[config.mk]
export PLATFORM = sky130hd
export DESIGN_NAME = frame_rate_meter_unit
export DESIGN_NICKNAME = d
export VERILOG_FILES = /design/src/rtl/core/frm_pkg.sv /design/src/rtl/core/frm_ram.sv /design/src/rtl/core/frm_ctrl.sv /design/src/rtl/core/frm_datapath.sv /design/src/rtl/core/frame_rate_meter_unit.sv
export VERILOG_INCLUDE_DIRS = /design/src /design/src/rtl/core
export SDC_FILE = /design/constraint.sdc
export NUM_CORES = 1
export LEC_CHECK = 0
export BUFFER_PORTS_ARGS = -buffer_cell sky130_fd_sc_hd__buf_2
export CORE_UTILIZATION = 60
export CTS_BUF_LIST = sky130_fd_sc_hd__clkbuf_4 sky130_fd_sc_hd__clkbuf_8 sky130_fd_sc_hd__clkbuf_16
export CTS_CLUSTER_DIAMETER = 100
export DETAILED_ROUTE_END_ITERATION = 6
export PLACE_DENSITY = 0.77
export SETUP_SLACK_MARGIN = 0.4
export SKIP_LAST_GASP = 1
export SYNTH_ARGS = -nofsm -noshare
export SYNTH_HDL_FRONTEND = slang
export SYNTH_SLANG_ARGS = --single-unit
[constraint.sdc]
create_clock -name clk -period 4.7 [get_ports clk]
set_input_delay 0 -clock clk [delete_from_list [all_inputs] [get_ports clk]]
set_output_delay 0 -clock clk [all_outputs]
set_load 0.05 [all_outputs]
[src/rtl/core/frame_rate_meter_unit_assert.svh]
// ----------------------------------------------------------------------------
// Assertion macros for the frame rate meter
// Shared property forms; each expects clk and rst in the using scope.
// ----------------------------------------------------------------------------
`ifndef FRAME_RATE_METER_UNIT_ASSERT_SVH
`define FRAME_RATE_METER_UNIT_ASSERT_SVH

// Same-cycle implication, checked outside reset
`define FRM_ASSERT_IMP(lbl, ante, cons) \
  lbl: assert property (@(posedge clk) disable iff (rst) (ante) |-> (cons)) \
    else $error("frame rate meter: same-cycle check failed");

// Next-cycle implication, checked outside reset
`define FRM_ASSERT_NEXT(lbl, ante, cons) \
  lbl: assert property (@(posedge clk) disable iff (rst) (ante) |=> (cons)) \
    else $error("frame rate meter: next-cycle check failed");

`endif

[src/rtl/core/frm_pkg.sv]
`timescale 1ns / 1ps
// ----------------------------------------------------------------------------
// frm_pkg
// Item types, controller/datapath command and status groups, constants.
// ----------------------------------------------------------------------------
package frm_pkg;

  localparam int STAMP_W = 32;
  localparam int RATE_W  = 32;
  localparam int SCALE_W = 18;

  // 1000 ms per second times 256 for the Q24.8 result
  localparam logic [SCALE_W-1:0] RATE_SCALE = 18'd256000;

  // Function selector codes
  localparam logic FUNC_RESTART = 1'b0;
  localparam logic FUNC_FRAME   = 1'b1;

  typedef struct packed {
    logic               func;
    logic [STAMP_W-1:0] now_ms;
  } item_t;

  typedef struct packed {
    logic [RATE_W-1:0] fps_q8;
    logic              zero_time;
  } result_t;

  typedef struct packed {
    logic clear;     // restart: empty the window, record the stamp
    logic start;     // frame: take the interval, read the oldest entry
    logic sub;       // drop the overwritten entry from the sum
    logic add;       // add the new interval, write the ring, advance
    logic mul;       // form the dividend, prime the divider
    logic div_step;  // one quotient bit
    logic load;      // move the rate into the output register
  } cmd_t;

  typedef struct packed {
    logic div_last;
    logic sum_zero;
    logic out_free;
  } status_t;

endpackage

[src/rtl/core/frm_ram.sv]
`timescale 1ns / 1ps
// ----------------------------------------------------------------------------
// frm_ram
// Simple dual-port RAM: one write port, one read port with registered data.
// ----------------------------------------------------------------------------
module frm_ram #(
  parameter int WIDTH = 32,
  parameter int DEPTH = 16
) (
  input  logic                                        clk,
  input  logic                                        wr_en,
  input  logic [((DEPTH > 1) ? $clog2(DEPTH) : 1)-1:0] wr_addr,
  input  logic [WIDTH-1:0]                            wr_data,
  input  logic                                        rd_en,
  input  logic [((DEPTH > 1) ? $clog2(DEPTH) : 1)-1:0] rd_addr,
  output logic [WIDTH-1:0]                            rd_data
);

  logic [WIDTH-1:0] mem [DEPTH];

  // Write port
  always_ff @(posedge clk) begin
    if (wr_en) begin
      mem[wr_addr] <= wr_data;
    end
  end

  // Registered read port
  always_ff @(posedge clk) begin
    if (rd_en) begin
      rd_data <= mem[rd_addr];
    end
  end

endmodule

[src/rtl/core/frm_ctrl.sv]
`timescale 1ns / 1ps
// ----------------------------------------------------------------------------
// frm_ctrl
// Sequencer for one item: window update, dividend, serial divide, result.
// ----------------------------------------------------------------------------
`include "frame_rate_meter_unit_assert.svh"

module frm_ctrl (
  input  logic              clk,
  input  logic              rst,
  input  logic              item_valid,
  input  logic              item_func,
  output logic              item_stall,
  input  frm_pkg::status_t  status,
  output frm_pkg::cmd_t     cmd
);

  import frm_pkg::*;

  typedef enum logic [2:0] {
    ST_IDLE,
    ST_SUB,
    ST_ADD,
    ST_MUL,
    ST_DIV,
    ST_DONE
  } state_t;

  state_t state;
  state_t state_next;

  // Decode commands and next state
  always_comb begin
    cmd        = '0;
    state_next = state;
    case (state)
      ST_IDLE: begin
        if (item_valid) begin
          if (item_func == FUNC_FRAME) begin
            cmd.start  = 1'b1;
            state_next = ST_SUB;
          end else begin
            cmd.clear  = 1'b1;
          end
        end
      end
      ST_SUB: begin
        cmd.sub    = 1'b1;
        state_next = ST_ADD;
      end
      ST_ADD: begin
        cmd.add    = 1'b1;
        state_next = ST_MUL;
      end
      ST_MUL: begin
        cmd.mul    = 1'b1;
        state_next = status.sum_zero ? ST_DONE : ST_DIV;
      end
      ST_DIV: begin
        cmd.div_step = 1'b1;
        if (status.div_last) begin
          state_next = ST_DONE;
        end
      end
      ST_DONE: begin
        if (status.out_free) begin
          cmd.load   = 1'b1;
          state_next = ST_IDLE;
        end
      end
      default: begin
        state_next = ST_IDLE;
      end
    endcase
  end

  // Hold state
  always_ff @(posedge clk) begin
    if (rst) begin
      state <= ST_IDLE;
    end else begin
      state <= state_next;
    end
  end

  // Take items only between frames
  assign item_stall = (state != ST_IDLE);

  `FRM_ASSERT_NEXT(a_frame_enters_sub, state == ST_IDLE && item_valid && item_func == FUNC_FRAME, state == ST_SUB)
  `FRM_ASSERT_NEXT(a_restart_stays_idle, state == ST_IDLE && item_valid && item_func == FUNC_RESTART, state == ST_IDLE)
  `FRM_ASSERT_NEXT(a_div_runs_out, state == ST_DIV && !status.div_last, state == ST_DIV)

endmodule

[src/rtl/core/frm_datapath.sv]
`timescale 1ns / 1ps
// ----------------------------------------------------------------------------
// frm_datapath
// Interval ring, window sum, dividend multiply, radix-2 restoring divider
// and the output register.
// ----------------------------------------------------------------------------
`include "frame_rate_meter_unit_assert.svh"

module frm_datapath #(
  parameter int WINDOW = 16
) (
  input  logic              clk,
  input  logic              rst,
  input  frm_pkg::cmd_t     cmd,
  output frm_pkg::status_t  status,
  input  frm_pkg::item_t    item,
  input  logic              result_stall,
  output logic              result_valid,
  output frm_pkg::result_t  result
);

  import frm_pkg::*;

  localparam int SLOT_W = (WINDOW > 1) ? $clog2(WINDOW) : 1;
  localparam int FILL_W = $clog2(WINDOW + 1);
  localparam int SUM_W  = STAMP_W + SLOT_W;
  localparam int NUM_W  = SCALE_W + FILL_W;
  localparam int CNT_W  = $clog2(NUM_W);

  logic [SLOT_W-1:0]  write_slot;
  logic [SLOT_W-1:0]  slot_next;
  logic [FILL_W-1:0]  filled;
  logic [SUM_W-1:0]   window_sum;
  logic [STAMP_W-1:0] last_stamp;
  logic [STAMP_W-1:0] interval;
  logic [STAMP_W-1:0] old_interval;
  logic [NUM_W-1:0]   num;
  logic [SUM_W-1:0]   rem;
  logic [CNT_W-1:0]   div_cnt;
  logic               sum_zero;
  logic               full;
  logic [SUM_W:0]     rem_shift;
  logic               rem_ge;
  logic [SUM_W:0]     rem_diff;

  assign full      = (filled == FILL_W'(WINDOW));
  assign slot_next = (write_slot == SLOT_W'(WINDOW - 1)) ? '0 : write_slot + SLOT_W'(1);

  // Interval ring
  frm_ram #(
    .WIDTH (STAMP_W),
    .DEPTH (WINDOW)
  ) u_ring (
    .clk     (clk),
    .wr_en   (cmd.add),
    .wr_addr (write_slot),
    .wr_data (interval),
    .rd_en   (cmd.start),
    .rd_addr (write_slot),
    .rd_data (old_interval)
  );

  // One restoring divide step
  assign rem_shift = {rem, num[NUM_W-1]};
  assign rem_ge    = (rem_shift >= {1'b0, window_sum});
  assign rem_diff  = rem_shift - {1'b0, window_sum};

  // Window state, divider count and output valid
  always_ff @(posedge clk) begin
    if (rst) begin
      write_slot   <= '0;
      filled       <= '0;
      window_sum   <= '0;
      last_stamp   <= '0;
      div_cnt      <= '0;
      result_valid <= 1'b0;
    end else begin
      if (cmd.clear) begin
        write_slot <= '0;
        filled     <= '0;
        window_sum <= '0;
        last_stamp <= item.now_ms;
      end
      if (cmd.start) begin
        last_stamp <= item.now_ms;
      end
      if (cmd.sub && full) begin
        window_sum <= window_sum - SUM_W'(old_interval);
      end
      if (cmd.add) begin
        window_sum <= window_sum + SUM_W'(interval);
        write_slot <= slot_next;
        if (!full) begin
          filled <= filled + FILL_W'(1);
        end
      end
      if (cmd.mul) begin
        div_cnt <= '0;
      end
      if (cmd.div_step) begin
        div_cnt <= div_cnt + CNT_W'(1);
      end
      if (cmd.load) begin
        result_valid <= 1'b1;
      end else if (!result_stall) begin
        result_valid <= 1'b0;
      end
    end
  end

  // Interval, divider registers and result payload
  always_ff @(posedge clk) begin
    if (cmd.start) begin
      interval <= item.now_ms - last_stamp;
    end
    if (cmd.mul) begin
      num      <= NUM_W'(RATE_SCALE) * NUM_W'(filled);
      rem      <= '0;
      sum_zero <= (window_sum == '0);
    end
    if (cmd.div_step) begin
      num <= {num[NUM_W-2:0], rem_ge};
      rem <= rem_ge ? rem_diff[SUM_W-1:0] : rem_shift[SUM_W-1:0];
    end
    if (cmd.load) begin
      result.fps_q8    <= sum_zero ? '1 : RATE_W'(num);
      result.zero_time <= sum_zero;
    end
  end

  assign status.div_last = (div_cnt == CNT_W'(NUM_W - 1));
  assign status.sum_zero = (window_sum == '0);
  assign status.out_free = !result_valid || !result_stall;

  `FRM_ASSERT_IMP(a_fill_bound, 1'b1, filled <= FILL_W'(WINDOW))
  `FRM_ASSERT_IMP(a_slot_bound, 1'b1, write_slot <= SLOT_W'(WINDOW - 1))
  `FRM_ASSERT_NEXT(a_load_shows, cmd.load, result_valid)
  `FRM_ASSERT_IMP(a_zero_saturates, result_valid && result.zero_time, result.fps_q8 == '1)

endmodule

[src/rtl/core/frame_rate_meter_unit.sv]
`timescale 1ns / 1ps
// ----------------------------------------------------------------------------
// frame_rate_meter_unit
// Restart gives no item. A frame passes through the states SUB, ADD, MUL, DIV
// and DONE before its item is given; the next item is taken only back in idle.
// NUM_W = 18 + clog2(WINDOW + 1) is the dividend width of the bit-serial
// divider, one quotient bit per cycle. A zero window sum skips the divider.
// Synchronous reset empties the window and zeroes the last timestamp.
// ----------------------------------------------------------------------------
module frame_rate_meter_unit #(
  parameter int WINDOW = 16
) (
  input  logic              clk,
  input  logic              rst,
  input  logic              item_valid,
  output logic              item_stall,
  input  frm_pkg::item_t    item,
  output logic              result_valid,
  input  logic              result_stall,
  output frm_pkg::result_t  result
);

  import frm_pkg::*;

  cmd_t    cmd;
  status_t status;

  // Sequencer
  frm_ctrl u_ctrl (
    .clk        (clk),
    .rst        (rst),
    .item_valid (item_valid),
    .item_func  (item.func),
    .item_stall (item_stall),
    .status     (status),
    .cmd        (cmd)
  );

  // Window and divider
  frm_datapath #(
    .WINDOW (WINDOW)
  ) u_datapath (
    .clk          (clk),
    .rst          (rst),
    .cmd          (cmd),
    .status       (status),
    .item         (item),
    .result_stall (result_stall),
    .result_valid (result_valid),
    .result       (result)
  );

endmodule
==> impl_metrics.csv <==
group,metric,value,unit
place,io_buffers,71,
yosys,synth_top_family_by_area,"multiplexers",
cells_and_area,finalNetCount,2957,
yosys,synth_simple_gate_area_share,7.45,%
detailed_routing,drc,14,
place,gp_congestion,0.968,
floorplanning,start_util,60.9,%
floorplanning,io_pins,72,
clocking,cts-root-buf,"clkbuf_16",
timing,rsz0062_at_grt,"no",
detailed_routing,vias,23300,
clocking,cts_resized,0,
cells_and_area,finalNonFillerCells,3576,
yosys,synth_top_area_share,55.0,%
timing,hold_viol,0,
floorplanning,die_h,247,µm
power_and_ir_drop,pwr-share-seq,49.4,%
place,pre_cts_ws,829,ps
timing,fin_skew,25.5,ps
critical_path,worst_ep_required_time,5170,ps
floorplanning,rows,89,
yosys,ys_seq_area_share,59.7,%
power_and_ir_drop,leakage,14.3,nW
floorplanning,die_w,247,µm
critical_path,path_max_fanout,17,
grt,grt_use_total,30.8,%
yosys,synth_area,0.0361,mm²
place,place_inst,3370,
detailed_routing,drt-initial-drc-count,2498,
detailed_routing,antenna_left,0,
yosys,syn_nets,2821,
critical_path,worstSetupPathType,"register to register",
yosys,avgSynthCellArea,13.8,µm²
hold_path,hold_path.class,"primary input to register",
clocking,htreeDepth,3,
cells_and_area,layout_commonest_cell,"edfxtp_1",
clocking,cts_buffer_depth,3,
run,drv_cap,0,
timing,fin_ws,744,ps
power_and_ir_drop,power,15.6,mW
grt,antenna_found_initial,0,
timing,fin_crit_sh,84.2,%
yosys,synth-adder-area-share,6.40,%
yosys,ys_warn_count,0,
power_and_ir_drop,pwr-share-clk,39.4,%
critical_path,crit_chain,"ha_1, inv_1, fa_1, nor2b_1, o31ai_1, a21oi_1, nand2_1, o311a_1, o31ai_2, nand3_1, a211oi_2, mux2i_1, a31oi_1",
power_and_ir_drop,p_per_area,383,mW/mm²
cells_and_area,fillers,3881,
yosys,yosysTopAreaCell,"edfxtp_1",
clocking,cts_sinks,746,
detailed_routing,routed_via_density,6.51,
yosys,synth_xor_area_share,2.84,%
critical_path,cp_top_family,"compound AO/OA/AOI/OAI gates",
yosys,ys_types,82,
clocking,cts_tree,"yes",
run_status,violations,"DRC",
power_and_ir_drop,power_switching,3.90,mW
cells_and_area,drive_above_1_share,16.8,%
timing,fin_crit,3960,ps
timing,max_freq,253,MHz
power_and_ir_drop,ir_worst_vdd,361,µV
timing,finalSetupViolCount,0,
critical_path,cp-start-kind,"register",
detailed_routing,routed_wl,91.9,mm
timing,worst_slew_pin_slew,1270,ps
grt,grt_max_degree,65,
grt,grt_pass1_vias,23700,
cells_and_area,diodes,0,
critical_path,end_kind,"register",
detailed_routing,drtPass1Iterations,7,
power_and_ir_drop,pwr-share-comb,11.2,%
timing,finalMaxSlewViolations,0,
yosys,synthMuxAreaShare,10.7,%
cells_and_area,syn_to_final_growth,12.5,%
critical_path,max_stage_delay,700,ps
yosys,synthFlopType,"edfxtp_1",
yosys,syn_inst,2608,
timing,fin_setup_tns,0,ps
timing,slew_headroom,15.6,%
cells_and_area,layout_common_cells,"edfxtp_1 (660), a21oi_1 (173), nand2_1 (168)",
clocking,cts_buffers,77,
clocking,clk_latency,630,ps
yosys,synth-compound-area-share,9.74,%
yosys,ys_ff_latch,746,
critical_path,crit_buf_inv,1,
yosys,synth-async-reset-ratio,0,%
floorplanning,core_area,0.0592,mm²
power_and_ir_drop,intPower,11.7,mW
yosys,synth_edf_count,660,
yosys,yosys-top-cells-area,"edfxtp_1 (55%), mux4_2 (10%), ha_1 (5.6%)",
grt,grt_pass1_wl,140,mm
detailed_routing,wire_per_inst,25.7,µm
floorplanning,dieArea,0.0611,mm²
critical_path,crit_arrival,4430,ps
place,hpwl,54.7,mm
grt,grt_overflow,0,
clocking,clk_pin_slew,60,ps
critical_path,cp_slowest_cell,"edfxtp_1",
power_and_ir_drop,swShare,25.0,%
run_status,status,"complete, but fails checks",
==> path summary, 6_finish.rpt <==
check / start / to / slack, ps / cells past startpoint
hold reg to reg: u_datapath.div_cnt[4] / u_datapath.div_cnt[4] / 500 / 1
hold / removal: item_valid / u_ctrl.state[0] / 40 / 5
setup / recovery: u_datapath.interval[0] / u_datapath.window_sum[34] / 740 / 13
setup reg to reg: u_datapath.interval[0] / u_datapath.window_sum[34] / 740 / 13
==> logic make-up (layout without fill, tap and decap cells) <==
logic type | after synthesis | count (layout)
flops | 746 | 746
simple gates | 572 | 572
compound gates | 528 | 528
buf+inv | 283 | 478
mux | 186 | 186
fa+ha+maj | 176 | 176
xor+xnor | 117 | 117
==> worst min-delay path, stage by stage <==
cell and delay [ps]:
buf_2 140, a31oi_1 110, o22ai_1 170, a21oi_1 100, nor2_1 90
==> repair_timing <==
item / in CTS / in global routing
hold buffers: 68 / 0
endpoints found under the hold margin: 75 / 0
setup buffers: 0 / 0
==> cells in the mapped netlist, types with 39 or more instances <==
master,n
a21o_1,57
a21oi_1,174
clkbuf_1,85
dfxtp_1,86
edfxtp_1,660
ha_1,162
inv_1,164
mux4_2,160
nand2_1,168
nand3_1,39
nor2_1,169
o21ai_0,80
xnor2_1,78
xor2_1,39
==> state kept, by name, summed over array words and instances, names as in the netlist <==
name                       count
u_datapath.result             24
u_datapath.window_sum         36
u_datapath.interval           32
u_datapath.rem                36
u_datapath.write_slot          4
u_datapath.filled              5
u_ctrl.state                   3
u_datapath.div_cnt             5
u_datapath.last_stamp         32
u_datapath.u_ring.mem        512
u_datapath.result_valid        1
u_datapath.sum_zero            1
u_datapath.u_ring.rd_data     32
u_datapath.num                23
==> through the flow <==
step | util [%] | cell area (µm²) | hold WS (ps)
after floorplan | - | 36100 | 136
after global placement | 63.1 | 37400 | 256
after detailed placement | 63.1 | 37400 | 260
after CTS | 68.5 | 40600 | 3.42
after global routing | 68.5 | 40600 | 79.8
final | 68.5 | 40600 | 36.6
==> per-layer routing <==
layer,wire length (µm),GRT usage (%),vias up
li1,-,-,10300
met1,37200,41.7,11700
met2,45500,51.6,1192
met3,7040,4.32,164
met4,2190,9.91,0
met5,0,0,-
==> cell type report <==
class | count | area, µm² | area share [%]
tap | 773 | 967 | 2.38
sequential | 746 | 21600 | 53.1
timing repair buffer | 175 | 1380 | 3.41
multi-input combinational | 1579 | 13500 | 33.4
clock inverter | 51 | 508 | 1.25
clock buffer | 87 | 2010 | 4.95
inverter | 165 | 619 | 1.53
==> power groups by stage <==
stage,combinational (mW),clock (mW),sequential (mW)
after detailed placement,1.62,0,7.81
final,1.74,6.13,7.69
after global placement,1.59,0,7.79
after floorplan,1.25,0,7.69
after CTS,1.70,6.18,7.68
after global routing,1.90,6.42,7.70
(Power assumes the default switching activity.)
